<file path="src/rtl/bba_pkg.sv">
package bba_pkg;

	localparam int DATA_W         = 32;
	localparam int CNT_W          = 6;
	localparam int WORD_W         = 8;
	localparam int BIT_W          = $clog2(WORD_W);
	localparam int REG_IDX_W      = 2;
	localparam int MAX_BLOCKS_DEF = 32;

	localparam logic [WORD_W-1:0] WORD_FULL = 8'hFF;

	typedef enum logic [1:0] {
		ST_OK       = 2'd0,
		ST_FULL     = 2'd1,
		ST_BAD_FREE = 2'd2
	} status_t;

	typedef enum logic {
		OP_ALLOC = 1'b0,
		OP_FREE  = 1'b1
	} opcode_t;

	typedef enum logic [REG_IDX_W-1:0] {
		REG_BASE  = 2'd0,
		REG_POOL  = 2'd1,
		REG_COUNT = 2'd2
	} reg_idx_t;

endpackage

</file>
<file path="src/rtl/bba_div.sv">
module bba_div
	import bba_pkg::*;
(
	input  logic              clk,
	input  logic              arst_n,
	input  logic              start,
	input  logic [DATA_W-1:0] dividend,
	input  logic [DATA_W-1:0] divisor,
	output logic              done,
	output logic [DATA_W-1:0] quotient
);

	localparam int STEP_W = $clog2(DATA_W);

	logic              busy_q;
	logic              done_q;
	logic [STEP_W-1:0] step_q;
	logic [DATA_W-1:0] rem_q;
	logic [DATA_W-1:0] quo_q;
	logic [DATA_W-1:0] dvs_q;
	logic [DATA_W:0]   rem_sh;
	logic [DATA_W:0]   diff;

	// one restoring step per cycle, dividend bits shift out of the quotient register
	always_comb begin
		rem_sh = {rem_q, quo_q[DATA_W-1]};
		diff   = rem_sh - {1'b0, dvs_q};
	end

	always_ff @(posedge clk or negedge arst_n) begin
		if (!arst_n) begin
			busy_q <= 1'b0;
			done_q <= 1'b0;
			step_q <= '0;
		end else if (start) begin
			busy_q <= 1'b1;
			done_q <= 1'b0;
			step_q <= STEP_W'(DATA_W - 1);
		end else if (busy_q) begin
			step_q <= step_q - 1'b1;
			if (step_q == '0) begin
				busy_q <= 1'b0;
				done_q <= 1'b1;
			end
		end
	end

	always_ff @(posedge clk) begin
		if (start) begin
			rem_q <= '0;
			quo_q <= dividend;
			dvs_q <= divisor;
		end else if (busy_q) begin
			if (!diff[DATA_W]) begin
				rem_q <= diff[DATA_W-1:0];
				quo_q <= {quo_q[DATA_W-2:0], 1'b1};
			end else begin
				rem_q <= rem_sh[DATA_W-1:0];
				quo_q <= {quo_q[DATA_W-2:0], 1'b0};
			end
		end
	end

	assign done     = done_q;
	assign quotient = quo_q;

endmodule

</file>
<file path="src/rtl/bitmap_block_allocator.sv">
// fixed-size block allocator over a pool cut into equal blocks, one used bit per block
// configuration: write port (cfg_wen, cfg_index, cfg_wdata), index 0 base address,
//   1 pool size, 2 block count; any such write clears the map and the use count and
//   recomputes the block size with the serial divider, during which in_ready stays low
// input channel: in_valid/in_ready transfer of opcode and free_address
// output channel: out_valid/out_ready transfer of status, block_address, blocks_in_use;
//   exactly one result per input transfer, in order, unless a configuration write drops it
// an allocate finds the lowest non-full map word from per-word full flags, then does one
//   read-modify-write of the map memory, a registered multiply by the block index and
//   an add of the base address
// a free runs the 32-step serial divider that turns the offset into a block index, then
//   one read-modify-write of the map memory
// one item is in work at a time; the next is taken once the previous result sits
//   in the output register
// a request turned away at once (pool full, free below base or zero block size) skips the map
// receiver stall: the finished result holds in the output register, a following
//   item runs to completion and then waits until the output register is free
// reset: state idle, other control registers zero, map empty, block count and size zero so
//   every allocate reports pool full and every free reports invalid free until configured
module bitmap_block_allocator
	import bba_pkg::*;
#(
	parameter int MAX_BLOCKS = MAX_BLOCKS_DEF
) (
	input  logic                 clk,
	input  logic                 arst_n,
	input  logic                 cfg_wen,
	input  logic [REG_IDX_W-1:0] cfg_index,
	input  logic [DATA_W-1:0]    cfg_wdata,
	input  logic                 in_valid,
	output logic                 in_ready,
	input  logic                 opcode,
	input  logic [DATA_W-1:0]    free_address,
	output logic                 out_valid,
	input  logic                 out_ready,
	output logic [1:0]           status,
	output logic [DATA_W-1:0]    block_address,
	output logic [CNT_W-1:0]     blocks_in_use
);

	localparam int NWORDS = MAX_BLOCKS / WORD_W;
	localparam int IDX_W  = $clog2(MAX_BLOCKS);
	localparam int WA_W   = (NWORDS > 1) ? $clog2(NWORDS) : 1;

	typedef enum logic [7:0] {
		S_IDLE  = 8'b0000_0001,
		S_SIZE  = 8'b0000_0010,
		S_ALOOK = 8'b0000_0100,
		S_AMOD  = 8'b0000_1000,
		S_AADD  = 8'b0001_0000,
		S_FDIV  = 8'b0010_0000,
		S_FCHK  = 8'b0100_0000,
		S_DONE  = 8'b1000_0000
	} state_t;

	state_t              state_q;

	// configuration and derived sizing
	logic [DATA_W-1:0]   base_q;
	logic [DATA_W-1:0]   pool_q;
	logic [CNT_W-1:0]    count_q;
	logic [DATA_W-1:0]   bb_q;
	logic                size_pend_q;
	logic [CNT_W-1:0]    n_eff;
	logic                cfg_hit;

	// allocation state besides the map memory
	logic [CNT_W-1:0]    used_cnt_q;
	logic [NWORDS-1:0]   word_vld_q;
	logic [NWORDS-1:0]   full_q;

	// item in work
	logic [WA_W-1:0]     wa_q;
	logic [BIT_W-1:0]    bit_q;
	logic [DATA_W-1:0]   prod_q;
	status_t             res_status_q;
	logic [DATA_W-1:0]   res_addr_q;

	// output register
	logic                out_valid_q;
	status_t             out_status_q;
	logic [DATA_W-1:0]   out_addr_q;
	logic [CNT_W-1:0]    out_count_q;

	// map memory, one used bit per block, eight blocks to a word
	logic [WORD_W-1:0]   mem [NWORDS];
	logic [WORD_W-1:0]   mem_rd_q;
	logic                rd_vld_q;
	logic                mem_re;
	logic [WA_W-1:0]     mem_ra;
	logic                mem_we;
	logic [WA_W-1:0]     mem_wa;
	logic [WORD_W-1:0]   mem_wd;
	logic [WORD_W-1:0]   rd_word;

	// divider hookup, shared by sizing and free
	logic                div_start;
	logic [DATA_W-1:0]   div_dividend;
	logic [DATA_W-1:0]   div_divisor;
	logic                div_done;
	logic [DATA_W-1:0]   div_quo;

	logic                in_fire;
	logic                free_ok;
	logic                idx_ok;
	logic [WA_W-1:0]     free_wa;
	logic [BIT_W-1:0]    zero_bit;
	logic [IDX_W-1:0]    alloc_idx;

	// count above the map size saturates
	assign n_eff   = (int'(count_q) > MAX_BLOCKS) ? CNT_W'(MAX_BLOCKS) : count_q;
	assign cfg_hit = cfg_wen && (cfg_index == REG_BASE || cfg_index == REG_POOL ||
		cfg_index == REG_COUNT);

	assign in_ready = (state_q == S_IDLE) && !size_pend_q && !cfg_wen;
	assign in_fire  = in_valid && in_ready;
	assign free_ok  = (free_address >= base_q) && (bb_q != '0);
	assign idx_ok   = div_quo < DATA_W'(n_eff);

	// a word never written since the last clear reads as empty
	assign rd_word = rd_vld_q ? mem_rd_q : '0;

	// lowest word that still has a free block
	always_comb begin
		free_wa = '0;
		for (int i = NWORDS - 1; i >= 0; i--) begin
			if (!full_q[i]) begin
				free_wa = WA_W'(i);
			end
		end
	end

	// lowest clear bit of the word just read
	always_comb begin
		zero_bit = '0;
		for (int b = WORD_W - 1; b >= 0; b--) begin
			if (!rd_word[b]) begin
				zero_bit = BIT_W'(b);
			end
		end
	end

	assign alloc_idx = IDX_W'({wa_q, zero_bit});

	// sizing runs only while no item is in work, so the operand choice is exclusive
	always_comb begin
		div_start    = ((state_q == S_IDLE) && size_pend_q && !cfg_wen && (n_eff != '0)) ||
			(in_fire && (opcode == OP_FREE) && free_ok);
		div_dividend = size_pend_q ? pool_q : (free_address - base_q);
		div_divisor  = size_pend_q ? DATA_W'(n_eff) : bb_q;
	end

	// memory port control
	always_comb begin
		mem_re = 1'b0;
		mem_ra = free_wa;
		mem_we = 1'b0;
		mem_wa = wa_q;
		mem_wd = rd_word;
		unique case (state_q)
			S_ALOOK: begin
				mem_re = 1'b1;
			end
			S_FDIV: begin
				mem_re = div_done && idx_ok;
				mem_ra = WA_W'(div_quo >> BIT_W);
			end
			S_AMOD: begin
				mem_we = 1'b1;
				mem_wd = rd_word | (WORD_W'(1) << zero_bit);
			end
			S_FCHK: begin
				mem_we = rd_word[bit_q];
				mem_wd = rd_word & ~(WORD_W'(1) << bit_q);
			end
			default: begin
				mem_re = 1'b0;
			end
		endcase
	end

	always_ff @(posedge clk) begin
		if (mem_we) begin
			mem[mem_wa] <= mem_wd;
		end
		if (mem_re) begin
			mem_rd_q <= mem[mem_ra];
		end
	end

	// per-word written and full flags, cleared at once by any configuration write
	always_ff @(posedge clk or negedge arst_n) begin
		if (!arst_n) begin
			word_vld_q <= '0;
			full_q     <= '0;
			rd_vld_q   <= 1'b0;
		end else begin
			if (mem_re) begin
				rd_vld_q <= word_vld_q[mem_ra];
			end
			if (cfg_hit) begin
				word_vld_q <= '0;
				full_q     <= '0;
			end else if (mem_we) begin
				word_vld_q[mem_wa] <= 1'b1;
				full_q[mem_wa]     <= (mem_wd == WORD_FULL);
			end
		end
	end

	bba_div u_div (
		.clk      (clk),
		.arst_n   (arst_n),
		.start    (div_start),
		.dividend (div_dividend),
		.divisor  (div_divisor),
		.done     (div_done),
		.quotient (div_quo)
	);

	// sequencer
	always_ff @(posedge clk or negedge arst_n) begin
		if (!arst_n) begin
			state_q      <= S_IDLE;
			base_q       <= '0;
			pool_q       <= '0;
			count_q      <= '0;
			bb_q         <= '0;
			size_pend_q  <= 1'b0;
			used_cnt_q   <= '0;
			wa_q         <= '0;
			bit_q        <= '0;
			prod_q       <= '0;
			res_status_q <= ST_OK;
			res_addr_q   <= '0;
			out_valid_q  <= 1'b0;
			out_status_q <= ST_OK;
			out_addr_q   <= '0;
			out_count_q  <= '0;
		end else begin
			// a finished item refills the output register in the same cycle
			if (out_valid_q && out_ready && (cfg_hit || state_q != S_DONE)) begin
				out_valid_q <= 1'b0;
			end
			if (cfg_hit) begin
				if (cfg_index == REG_BASE) begin
					base_q <= cfg_wdata;
				end else if (cfg_index == REG_POOL) begin
					pool_q <= cfg_wdata;
				end else begin
					count_q <= cfg_wdata[CNT_W-1:0];
				end
				used_cnt_q  <= '0;
				size_pend_q <= 1'b1;
				state_q     <= S_IDLE;
			end else begin
				unique case (state_q)
					S_IDLE: begin
						if (size_pend_q) begin
							size_pend_q <= 1'b0;
							if (n_eff == '0) begin
								bb_q <= '0;
							end else begin
								state_q <= S_SIZE;
							end
						end else if (in_fire) begin
							res_addr_q <= '0;
							if (opcode == OP_ALLOC) begin
								if (used_cnt_q < n_eff) begin
									state_q <= S_ALOOK;
								end else begin
									res_status_q <= ST_FULL;
									state_q      <= S_DONE;
								end
							end else if (free_ok) begin
								state_q <= S_FDIV;
							end else begin
								res_status_q <= ST_BAD_FREE;
								state_q      <= S_DONE;
							end
						end
					end
					S_SIZE: begin
						if (div_done) begin
							bb_q    <= div_quo;
							state_q <= S_IDLE;
						end
					end
					S_ALOOK: begin
						wa_q    <= free_wa;
						state_q <= S_AMOD;
					end
					S_AMOD: begin
						prod_q     <= DATA_W'(bb_q * DATA_W'(alloc_idx));
						used_cnt_q <= used_cnt_q + 1'b1;
						state_q    <= S_AADD;
					end
					S_AADD: begin
						res_addr_q   <= base_q + prod_q;
						res_status_q <= ST_OK;
						state_q      <= S_DONE;
					end
					S_FDIV: begin
						if (div_done) begin
							if (idx_ok) begin
								wa_q    <= WA_W'(div_quo >> BIT_W);
								bit_q   <= div_quo[BIT_W-1:0];
								state_q <= S_FCHK;
							end else begin
								res_status_q <= ST_BAD_FREE;
								state_q      <= S_DONE;
							end
						end
					end
					S_FCHK: begin
						if (rd_word[bit_q]) begin
							used_cnt_q   <= used_cnt_q - 1'b1;
							res_status_q <= ST_OK;
						end else begin
							res_status_q <= ST_BAD_FREE;
						end
						state_q <= S_DONE;
					end
					S_DONE: begin
						if (!out_valid_q || out_ready) begin
							out_valid_q  <= 1'b1;
							out_status_q <= res_status_q;
							out_addr_q   <= res_addr_q;
							out_count_q  <= used_cnt_q;
							state_q      <= S_IDLE;
						end
					end
					default: begin
						state_q <= S_IDLE;
					end
				endcase
			end
		end
	end

	assign out_valid     = out_valid_q;
	assign status        = out_status_q;
	assign block_address = out_addr_q;
	assign blocks_in_use = out_count_q;

endmodule

</file>
<file path="config.mk">
export PLATFORM = sky130hd
export DESIGN_NAME = bitmap_block_allocator
export DESIGN_NICKNAME = d
export VERILOG_FILES = /design/src/rtl/bba_pkg.sv /design/src/rtl/bba_div.sv /design/src/rtl/bitmap_block_allocator.sv
export SDC_FILE = /design/constraint.sdc
export NUM_CORES = 1
export LEC_CHECK = 0
export ABC_CLOCK_PERIOD_IN_PS = 6700
export BUFFER_PORTS_ARGS = -buffer_cell sky130_fd_sc_hd__buf_2
export CORE_ASPECT_RATIO = 0.5
export CORE_MARGIN = 3
export CORE_UTILIZATION = 40
export CTS_CLUSTER_SIZE = 16
export DETAILED_ROUTE_END_ITERATION = 16
export PLACE_DENSITY_LB_ADDON = 0.15
export SLEW_MARGIN = 5
export SYNTH_ARGS = -nofsm -noshare
export SYNTH_HDL_FRONTEND = slang
export SYNTH_SLANG_ARGS = --single-unit
</file>
<file path="constraint.sdc">
create_clock -name clk -period 6.7 [get_ports clk]
set_input_delay 1.005 -clock clk [delete_from_list [all_inputs] [get_ports clk]]
set_output_delay 1.005 -clock clk [all_outputs]
set_load 0.01 [all_outputs]
</file>
======== Word-level counts from Yosys, hierarchy flattened ========
Memories as Yosys holds them, arrays and structs flattened. A register that Yosys moved wholly into a read port is not among the register bits.
Cells that the tools add are included.
operators by class
  muxes and demuxes ....................... 85
  div/mod/pow operators ................... 0
  shift-type cells ........................ 2
  eq/ne operators ......................... 28
  add/sub/neg operators ................... 6
  reduce and logical (&&, ||, !) cells .... 50
  $mul .................................... 1
  bitwise logic cells ..................... 7
  magnitude comparators ................... 8
operator list
  operator               count
  $mux W32               9
  $pmux W32 S2           2
  $mux W8                12
  $pmux W8 S7            1
  $sub A33 B32 Y33       1
  $add A32 B32 Y32       1
  $ge A32 B32 Y1         1
  $lt A32 B6 Y1          1
  $mul A32 B5 Y32        1
  $reduce_bool A32 Y1    1
  $sub A32 B32 Y32       1
  $mux W2                15
  $mux W3                8
  $mux W6                4
  $mux W1                18
  $eq A8 B8 Y1 const B   2
  $mux W4                4
  $pmux W8 S2            1
  $shl A1 B3 Y8 const A  2
  $logic_and A1 B1 Y1    14
  $reduce_bool A2 Y1     7
  $ne A3 B3 Y1 const B   4
  $pmux W6 S2            1
  $reduce_and A4 Y1      3
  48 further kinds       73
word-level totals
  bits of input ports ..................... 72
  word-level logic and storage cells ...... 214
  bits in latches ......................... 0
  RAM bits ................................ 32
  memory bits (read-only) ................. 0
  memories ................................ 1
  register bits after elaboration ......... 341
memory list
  memory  words  bits a word  read ports  clocked after Yosys merged registers in  wr ports  line                          source
  mem     4      8            1           1                                        1         bitmap_block_allocator.sv:86  logic [WORD_W-1:0] mem [NWORDS];

======== Longest topological paths before layout ========
Gate-level depths: netlist of run 1.
  word-level depth ........................ 16
  depth in mapped cells ................... 23
  gate-level depth less buffers ........... 21

======== Modules after synthesis ========
From an unflattened synthesis of run 1, not the netlist that was laid out.
unflattened totals
  cells, all modules ...................... 2,745
  area total of the unflattened synthesis .. 25,859.8 µm²
modules (own cells, without submodules)
  module                  seq. area each (µm²)  cells each  area an instance (µm²)  times used
  bitmap_block_allocator  7,158.1               2,136       19,832.8                1
  bba_div                 2,737.6               609         6,027.0                 1

======== Worst setup path after synthesis of run 1 ========
OpenSTA, ideal clock, no wires.
  path type ............................... reg-to-reg
  start point ............................. register rd_vld_q
  end point ............................... register prod_q[30]
  library setup time ...................... 134 ps
  required time ........................... 6,566 ps
  data arrival time ....................... 5,343 ps
  period minus slack after synthesis ...... 5,477 ps
  slack ................................... 1,223 ps
  buffers on the path ..................... 3
  cell stages (with the launch flop) ...... 22
  path through ............................ dfrtp_1 clkbuf_1 nand3_1 a31oi_1 clkbuf_1 clkbuf_1 nand2_1 fa_1 fa_1 fa_1 inv_1 ha_1 a21o_1 and4_1 o211ai_1 a311oi_1 a221o_1 a21oi_1 o21bai_1 o41ai_1 xor2_1 o21ai_0
between the ends
  longest elaborated chain between the ends .. 10
ends and longest elaborated chain
  item                    line                           source
  start, declared         bitmap_block_allocator.sv:88   logic rd_vld_q;
  start signal, assigned  bitmap_block_allocator.sv:199  rd_vld_q <= word_vld_q[mem_ra];
  $mux W8 *               bitmap_block_allocator.sv:121  assign rd_word = rd_vld_q ? mem_rd_q : '0;
  $mux W3 (7 in a row)    bitmap_block_allocator.sv:137  if (!rd_word[b]) begin
  $mux W3 *               bitmap_block_allocator.sv:137
  $mul A32 B5 Y32 *       bitmap_block_allocator.sv:294  prod_q <= DATA_W'(bb_q * DATA_W'(alloc_idx));
  end signal, assigned    bitmap_block_allocator.sv:294
  end, declared           bitmap_block_allocator.sv:75   logic [DATA_W-1:0] prod_q;
Mark *: on every way between the ends. The rest lies on a longest branch, timed or not.
A chain may end at the register's enable or synchronous reset.

======== Worst setup path in the final report of run 1 ========
Same ends and word-level chain as after synthesis.

==> summary.md, run 1 <==
| Metric | Value |
|---|---|
| Status | complete, no violations |
| Ys Warns | 0 |
| Final setup fails | 0 |
| Switching portion of total power | 39.0% |
| Max Cap Violations | 0 |
| Diode count | 0 |
| Initial Util | 40.8% |
| Root buf cell | clkbuf_16 |
| Post-Syn Area per Cell | 9.58 sq um |
| DRC | 0 |
| Cells on worst reg2reg path | 19 |
| Vias per cell | 5.52 |
| Mapped Area | 25100 sq um |
| Final hold viol count | 0 |
| Cts repair resizes | 0 |
| CTS clk-pin slew, worst paths | 80 ps |
| Commonest non-fill, non-tap cell in the layout | nand2_1 |
| Final TNS setup | 0 ps |
| Largest net degree at the start of global routing | 130 |
| Worst Hold Depth | 2 |
| Internal power | 5.40 mW |
| Cell mode on critical path | fa_1 |
| Unrepaired setup endpoints after global routing | no |
| Hold-fix buffers, CTS | 0 |
| Fraction of layout cells with a size suffix above 1 | 12.0% |
| Cells along the critical path | nand3_1 -> a31oi_2 -> buf_4 -> nand2_1 -> fa_1 -> fa_1 -> fa_1 -> inv_1 -> ha_1 -> a21o_1 -> and4_1 -> o211ai_1 -> a311oi_1 -> a221o_1 -> a21oi_1 -> o21bai_1 -> o41ai_1 -> xor2_1 -> o21ai_0 |
| Post-synth top area cell | dfrtp_1 |
| Post-DR wirelength/cell | approximately 21 um |
| Synth unique cells | 88 |
| Asr flop ratio synth | between 60% and 70% |
| Synth Flop Type | dfrtp_1 |
| Clock Sinks | 381 |
| Worst-skew pair later-pin latency | a little under 600 ps |
| Initial antenna violation count | 3 |
| H-Tree Depth | 2 |
| Vias | 19618 |
| Final Non-Filler Cells | 3552 |
| Hold/Removal Path Class | register to register |
| Setup Buffers After CTS | 0 |
| Final setup skew | between 30 and 40 ps |
| Critical path peak fanout | 32 |
| Worst r2r src | rd_vld_q$_DFFE_PN0P_ |
| Comb power frac | between 30% and 40% |
| Clock Path Buffers | 3 |
| Fin crit share | 86.6% |
| Arrival time worst endpoint | 6230 ps |
| Clock share of power | 25.0% |
| I/O pin count | 114 |
| Antenna Nets Post-Route | 0 |
| 1st-pass router iterations | 5 |
| CP endpoint kind | register |
| Placed cells | around 3500 |
| Required time worst endpoint | 7130 ps |
| IO buf count | 113 |
| Synth top area cells | dfrtp_1 (24%), edfxtp_1 (12%), ha_1 (7.2%) |
| P_sw | 3.46 mW |
| Total wire length | 76.3 mm |
| Vias in the first global route | 18910 |
| WS Path Type | register to register |
| Post-DP HPWL | 57.4 mm |
| Share of power burned in registers | 37.1% |
| Power Dens Cells | around 320 nW/um^2 |
| Fmax | 172 MHz |
| Die W | 360 um |
| Crit path time final | a little under 6000 ps |
| LEAKAGE | 12.8 nW |
| Commonest non-fill, non-tap cells in the layout | nand2_1 (259), dfrtp_1 (242), inv_1 (219) |
| Post-synth EDFFs | 104 |
| Hold endpoint | u_div.rem_q[1]$_SDFFE_PN0P_ |
| Worst hold start | u_div.rem_q[1]$_SDFFE_PN0P_ |
| #FFs+latches synth | ~380 |
| Post-Synthesis Net Count | 2927 |
| Placer Congestion | 0.931 |
| Worst r2r dst | prod_q[30]$_DFFE_PN0P_ |
| CTS buffer count | 38 |
| Overflow after GRT | 0 |
| Worst rel slew slack | 6.58% |
| Total global routing track utilization | 23.0% |
| Worst VDD drop | 0.000151 V |
| Synth top area share | 24.3% |
| Full die area | approximately 66000 sq um |
| Row Count | 64 |
| First DRT Iteration DRCs | 1708 |
| CP Launch Type | register |
| CORE AREA | between 60000 and 70000 sq um |
| Max Slew Vio Count | 0 |
| CTS tree | yes |
| Gate Count Post-Synth | 2623 |
| Worst Tran Pin Value | 1380 ps |
| First-pass GRT wire length | 117 mm |
| Seq/Total Area, Yosys | 39.4% |
| Crit path max-delay cell type | dfrtp_1 |
| Area grow syn2layout | 10.7% |
| Reg2Reg Setup Slack | around 900 ps |
| Max stage delay on crit path | 620 ps |
| Nets@finish | 3001 |
| Die height | 183 um |
[synthesized netlist by cell type (5+ instances only)]
| library cell | instances |
|---|---|
| nand3b_1 | 8 |
| ha_1 | 145 |
| or3_1 | 9 |
| fa_1 | 87 |
| nor4_1 | 22 |
| o31ai_1 | 10 |
| mux2_2 | 87 |
| inv_1 | 219 |
| o211ai_1 | 16 |
| nor2_1 | 185 |
| edfxtp_1 | 104 |
| a31oi_1 | 11 |
| dfrtp_1 | 244 |
| a21o_1 | 67 |
| nor3b_1 | 7 |
| and2_1 | 109 |
| a21oi_1 | 190 |
| buf_4 | 5 |
| nand2_1 | 260 |
| clkbuf_1 | 83 |
| nand2b_1 | 21 |
| a211oi_1 | 43 |
| and3_1 | 15 |
| dfxtp_1 | 32 |
| o21ai_1 | 11 |
| buf_2 | 10 |
| a211o_1 | 5 |
| o22ai_1 | 18 |
| o21ai_0 | 147 |
| o21a_1 | 32 |
| a221o_1 | 5 |
| nor3_1 | 37 |
| xnor2_1 | 58 |
| nand4_1 | 17 |
| o21bai_1 | 10 |
| nand3_1 | 29 |
| xor2_1 | 54 |
| nor2b_1 | 49 |
| a22o_1 | 34 |
| mux2i_1 | 27 |
[sequential cells by signal, summed over array words and instances (netlist names), 3 cells and up]
name and cells:
bit_q 3, word_vld_q 4, mem 32, prod_q 32
full_q 4, base_q 32, state_q 8, u_div.dvs_q 32
res_addr_q 32, bb_q 32, count_q 6, mem_rd_q 8
blocks_in_use 6, pool_q 32, u_div.quotient 32, u_div.step_q 5
used_cnt_q 6, block_address 32, u_div.rem_q 32
[layer usage]
metal | global-route usage (%) | vias to the layer above | wire, um | part of all wire (%)
met2 | 32.3 | 569 | 30600 | 40
li1 | - | 9294 | - | -
met3 | 4.82 | 103 | 5390 | 7.1
met4 | 5.66 | 0 | 1840 | 2.4
met1 | 35.7 | 9652 | 38500 | 50
met5 | 0 | - | 0 | 0
[per-stage QoR]
stage	setup WS [ps]	cell area (sq um)	util [%]	total power, mW	hold slack (ps)
finish	899	27800	45.2	8.86	470
global route	574	27800	45.2	9.46	492
CTS	971	27800	45.2	8.89	475
detailed placement	983	26600	43.2	6.64	466
global placement	999	26600	43.2	6.62	464
floorplan	1220	25100	-	5.66	443
[critical path, delay by kind of cell (launching register included)]
family	cells	cell delay (ps)
flip-flops	1	620
adder cells (fa/ha/maj)	4	1860
AND/OR/NAND/NOR	3	570
XOR/XNOR	1	170
AO/OA/AOI/OAI	9	2000
buffers and inverters	2	410
[power groups by stage]
stage | combinational, mW | clock (mW) | sequential (mW)
floorplan | 2.57 | 0 | 3.09
global placement | 3.30 | 0 | 3.32
detailed placement | 3.32 | 0 | 3.33
CTS | 3.34 | 2.27 | 3.28
global route | 3.76 | 2.37 | 3.34
finish | 3.35 | 2.22 | 3.29
[cells by family after synthesis]
family,Yosys count,share of synthesized area (%)
xor+xnor,113,4.01
compound gates,662,16.9
fa+ha+maj,232,14.2
flops,381,39.4
buf+inv,324,5.00
mux,119,5.30
simple gates,792,15.3
[area by class of cell]
| type | count | area (sq um) |
|---|---|---|
| clock buffers | 52 | 1030 |
| clock inverters | 18 | 201 |
| fillers | 5928 | 33800 |
| inverters | 221 | 832 |
| multi-input cells | 1918 | 14000 |
| flip-flops and latches | 381 | 9900 |
| well taps | 825 | 1030 |
| repair buffers | 137 | 781 |
[worst max-delay path by stage]
| stage | startpoint | end | slack [ps] | depth (start not counted) |
|---|---|---|---|---|
| 2_1_floorplan | rd_vld_q$_DFFE_PN0P_ | prod_q[30]$_DFFE_PN0P_ | 1220 | 21 |
| 3_3_place_gp | rd_vld_q$_DFFE_PN0P_ | prod_q[30]$_DFFE_PN0P_ | 1000 | 19 |
| 3_5_place_dp | rd_vld_q$_DFFE_PN0P_ | prod_q[30]$_DFFE_PN0P_ | 980 | 19 |
| 4_1_cts | rd_vld_q$_DFFE_PN0P_ | prod_q[30]$_DFFE_PN0P_ | 970 | 19 |
| 5_1_grt | rd_vld_q$_DFFE_PN0P_ | prod_q[29]$_DFFE_PN0P_ | 570 | 18 |
| 6_report | rd_vld_q$_DFFE_PN0P_ | prod_q[30]$_DFFE_PN0P_ | 900 | 19 |
Power figures use the tool's default switching activity.
==> run 2: changes to the inputs <==
--- a/config.mk
+++ b/config.mk
@@ -5,6 +5,7 @@
 export SDC_FILE = /design/constraint.sdc
 export NUM_CORES = 1
 export LEC_CHECK = 0
+export ABC_AREA = 1
 export ABC_CLOCK_PERIOD_IN_PS = 6700
 export BUFFER_PORTS_ARGS = -buffer_cell sky130_fd_sc_hd__buf_2
 export CORE_ASPECT_RATIO = 0.5
==> run 2 against run 1 <==
Against the previous run: setup slack better by 120 ps; sequential cell count unchanged; hold slack lost 13 ps; clock power up 4%; combinational power is 32% higher; area after synthesis grew 10%; first-iteration DRC count is 50% higher; final cell count is 35% higher; fmax grew 2.1%; global-route usage is 3.1 points higher; critical path depth unchanged; die area rose by 10%; critical endpoint is now prod_q[19]$_DFFE_PN0P_; largest power group unchanged; highest routed layer unchanged.
==> summary.md, run 2 <==
| Metric | Value |
|---|---|
| Status | complete, no violations |
| Final instance area | 30400 sq um (+9.4%) |
| Final hold viol count | 0 (unchanged) |
| Placer Congestion | 0.987 (+6.0%) |
| Internal power | 5.69 mW (+5.3%) |
| Share of synthesized cell area in and, or, nand and nor gates | 27.1% (+12 points) |
| 1st-pass router iterations | 5 (unchanged) |
| Most frequent cells after synthesis | nand2_1 (1103), inv_1 (616), nor2_1 (335), o21ai_0 (257), dfrtp_1 (244) |
| Mux share of post-synthesis cell area | 0.654% (-4.7 points) |
| Vias per cell | 5.27 (-4.7%) |
| Vias | 25304 (+29%) |
| Power Dens Cells | 338 nW/um^2 (+6.1%) |
| Clock Path Buffers | 3 (unchanged) |
| Critical path peak fanout | 15 (-53%) |
| Mapped Area | 27700 sq um (+10%) |
| Max Cap Violations | 0 (unchanged) |
| Xor and xnor area share after synthesis | 1.80% (-2.2 points) |
| Post-synth EDFFs | 104 (unchanged) |
| Commonest non-fill, non-tap cells in the layout | nand2_1 (1103), inv_1 (616), nor2_1 (334) |
| Overflow after GRT | 0 (unchanged) |
| Share of power burned in registers | 34.6% (-2.5 points) |
| Full die area | 72700 sq um (+10%) |
| Post-DR wirelength/cell | 19.4 um (-9.6%) |
| Fraction of layout cells with a size suffix above 1 | 7.29% (-4.7 points) |
| Post-DP HPWL | 73.2 mm (+28%) |
| Max Slew Vio Count | 0 (unchanged) |
| Post-Syn Area per Cell | 7.30 sq um (-24%) |
| H-Tree Depth | 2 (unchanged) |
| Commonest non-fill, non-tap cell in the layout | nand2_1 |
| Final TNS setup | 0 ps (unchanged) |
| Diode count | 0 (unchanged) |
| Final Non-Filler Cells | 4806 (+35%) |
| First-pass GRT wire length | 146 mm (+25%) |
| Ys Warns | 0 (unchanged) |
| Fin crit share | 84.8% (-1.8 points) |
| Hold-fix buffers, CTS | 0 (unchanged) |
| Required time worst endpoint | 7130 ps (about the same) |
| Switching portion of total power | 44.7% (+5.7 points) |
| CTS clk-pin slew, worst paths | 70 ps (about the same) |
| WS Path Type | register to register |
| Worst Tran Pin Value | 1180 ps (-202 ps) |
| I/O pin count | 114 (unchanged) |
| Total global routing track utilization | 26.1% (+3.1 points) |
| Synth top area share | 22.0% (-2.3 points) |
| Initial Util | 40.9% (+0.11 points) |
| Initial antenna violation count | 0 (-3) |
| DRC | 0 (unchanged) |
| Gate Count Post-Synth | 3801 (+45%) |
| Synth Area in Adders | 12.8% (-1.3 points) |
| Placed cells | 4737 (+36%) |
| Placed cell area | 29100 sq um (+9.7%) |
| Worst r2r src | rd_vld_q$_DFFE_PN0P_ |
| Root buf cell | clkbuf_16 |
| Nets@finish | 4184 (+39%) |
| Area grow syn2layout | 9.70% |
| CTS buffer count | 38 (unchanged) |
| Vias in the first global route | 24286 (+28%) |
| Largest net degree at the start of global routing | 105 (-19%) |
| Unrepaired setup endpoints after global routing | no |
| Worst VDD drop | 0.000223 V (+48%) |
| Origin of the worst setup path | rd_vld_q$_DFFE_PN0P_ |
| Clock Sinks | 381 (unchanged) |
| Arrival time worst endpoint | 6110 ps (-120 ps) |
| Post-synth top area cell | dfrtp_1 |
| Post-synthesis compound-gate area fraction | 11.6% (-5.2 points) |
| Worst rel slew slack | 21.1% (+14 points) |
| P_sw | 4.60 mW (+33%) |
| LEAKAGE | 15.8 nW (+23%) |
| Comb power frac | 43.1% (+5.2 points) |
| Die height | 192 um (+4.9%) |
| Worst-skew pair later-pin latency | 590 ps (about the same) |
| CTS tree | yes |
| Crit path time final | 5680 ps (-120 ps) |
| First DRT Iteration DRCs | 2568 (+50%) |
| Asr flop ratio synth | 64.3% (unchanged) |
| Reg2Reg Setup Slack | 1020 ps (+120 ps) |
| Cts repair resizes | 0 (unchanged) |
| Fmax | 176 MHz (+2.1%) |
| Die W | 378 um (+5.0%) |
| Post-Synthesis Net Count | 4105 (+40%) |
| Worst r2r dst | prod_q[19]$_DFFE_PN0P_ |
| Hold/Removal Path Class | input pin to async pin |
| IO buf count | 113 (unchanged) |
| Setup Buffers After CTS | 0 (unchanged) |
| Synth unique cells | 60 (-32%) |
| CORE AREA | 67800 sq um (+10%) |
| Final setup skew | 21.7 ps (-13.4 ps) |
| Total wire length | 93.3 mm (+22%) |
| Largest family of logic cells by synthesized area | simple AND/OR/NAND/NOR gates |
| Row Count | 67 (+4.7%) |
| Cells on worst reg2reg path | 19 (unchanged) |
| Most common cell in the synthesized netlist | nand2_1 |
| Antenna Nets Post-Route | 0 (unchanged) |
| CP Launch Type | register |
| Final setup fails | 0 (unchanged) |
| Clock share of power | 22.3% (-2.7 points) |
| CP endpoint kind | register |
| Synth top area cells | dfrtp_1 (22%), nand2_1 (15%), edfxtp_1 (11%) |
| Synth Flop Type | dfrtp_1 |
| Seq/Total Area, Yosys | 35.7% (-3.7 points) |
| #FFs+latches synth | 381 (unchanged) |
[run 2: critical path, stage by stage, from the launching register on]
cell and delay [ps]:
dfrtp_1 500, nand2_1 160, nor2_1 150, nand2_1 70, inv_1 70, nand2_1 410, inv_1 360, nand2_1 120
fa_1 510, fa_1 580, fa_1 560, inv_1 40, ha_1 350, a21oi_1 140, nand2_1 130, a21boi_0 530
o21ai_0 280, a21oi_1 240, xor2_1 200, o21ai_0 100
[run 2: kinds of logic (layout without fill, tap and decap cells)]
| family | Yosys count | after routing |
|---|---|---|
| and+or+nand+nor | 1814 | 1814 |
| buffers and inverters | 725 | 833 |
| AOI/OAI and AO/OA | 575 | 575 |
| DFF | 381 | 381 |
| adders and majority gates | 232 | 232 |
| xor gates and xnor gates | 57 | 57 |
| muxes | 17 | 17 |
[run 2: area by class of cell]
| class | instances | area (sq um) |
|---|---|---|
| fillers | 6939 | 37400 |
| inverters | 631 | 2370 |
| repair buffers | 133 | 726 |
| clock buffers | 47 | 1040 |
| clock inverters | 22 | 245 |
| well taps | 897 | 1120 |
| multi-input cells | 2695 | 15000 |
| flip-flops and latches | 381 | 9900 |
[run 2: power by group through the flow]
| stage | Sequential [mW] | Combinational, mW | Clock [mW] |
|---|---|---|---|
| 3_3_place_gp | 3.58 | 4.33 | 0 |
| 3_5_place_dp | 3.58 | 4.37 | 0 |
| 2_1_floorplan | 3.39 | 3.11 | 0 |
| 5_1_grt | 3.62 | 5.01 | 2.44 |
| 4_1_cts | 3.54 | 4.39 | 2.35 |
| 6_report | 3.56 | 4.43 | 2.30 |
[run 2: metrics by stage]
stage | total power [mW] | setup slack, ps | hold slack, ps | util (%)
after floorplan | 6.50 | 2100 | 438 | -
after global placement | 7.91 | 1220 | 460 | 43.0
after detailed placement | 7.95 | 1090 | 464 | 43.0
after CTS | 10.3 | 1060 | 476 | 44.9
after global routing | 11.1 | 652 | 492 | 44.9
final | 10.3 | 1020 | 457 | 44.9
[run 2: routing by layer]
| metal | vias up | part of all wire [%] | track usage (%) | wire length [um] |
|---|---|---|---|---|
| met5 | - | 0 | 0 | 0 |
| met1 | 12135 | 50 | 39.9 | 46900 |
| li1 | 12313 | - | - | - |
| met2 | 735 | 41 | 37.8 | 37800 |
| met3 | 121 | 6.7 | 4.80 | 6210 |
| met4 | 0 | 2.5 | 6.37 | 2350 |
[run 2: how the worst max path moves through the flow]
stage / endpoint / slack (ps)
5_1_grt: prod_q[19]$_DFFE_PN0P_ / 650
3_5_place_dp: prod_q[19]$_DFFE_PN0P_ / 1090
3_3_place_gp: prod_q[31]$_DFFE_PN0P_ / 1220
4_1_cts: prod_q[19]$_DFFE_PN0P_ / 1060
2_1_floorplan: prod_q[20]$_DFFE_PN0P_ / 2100
6_report: prod_q[19]$_DFFE_PN0P_ / 1020
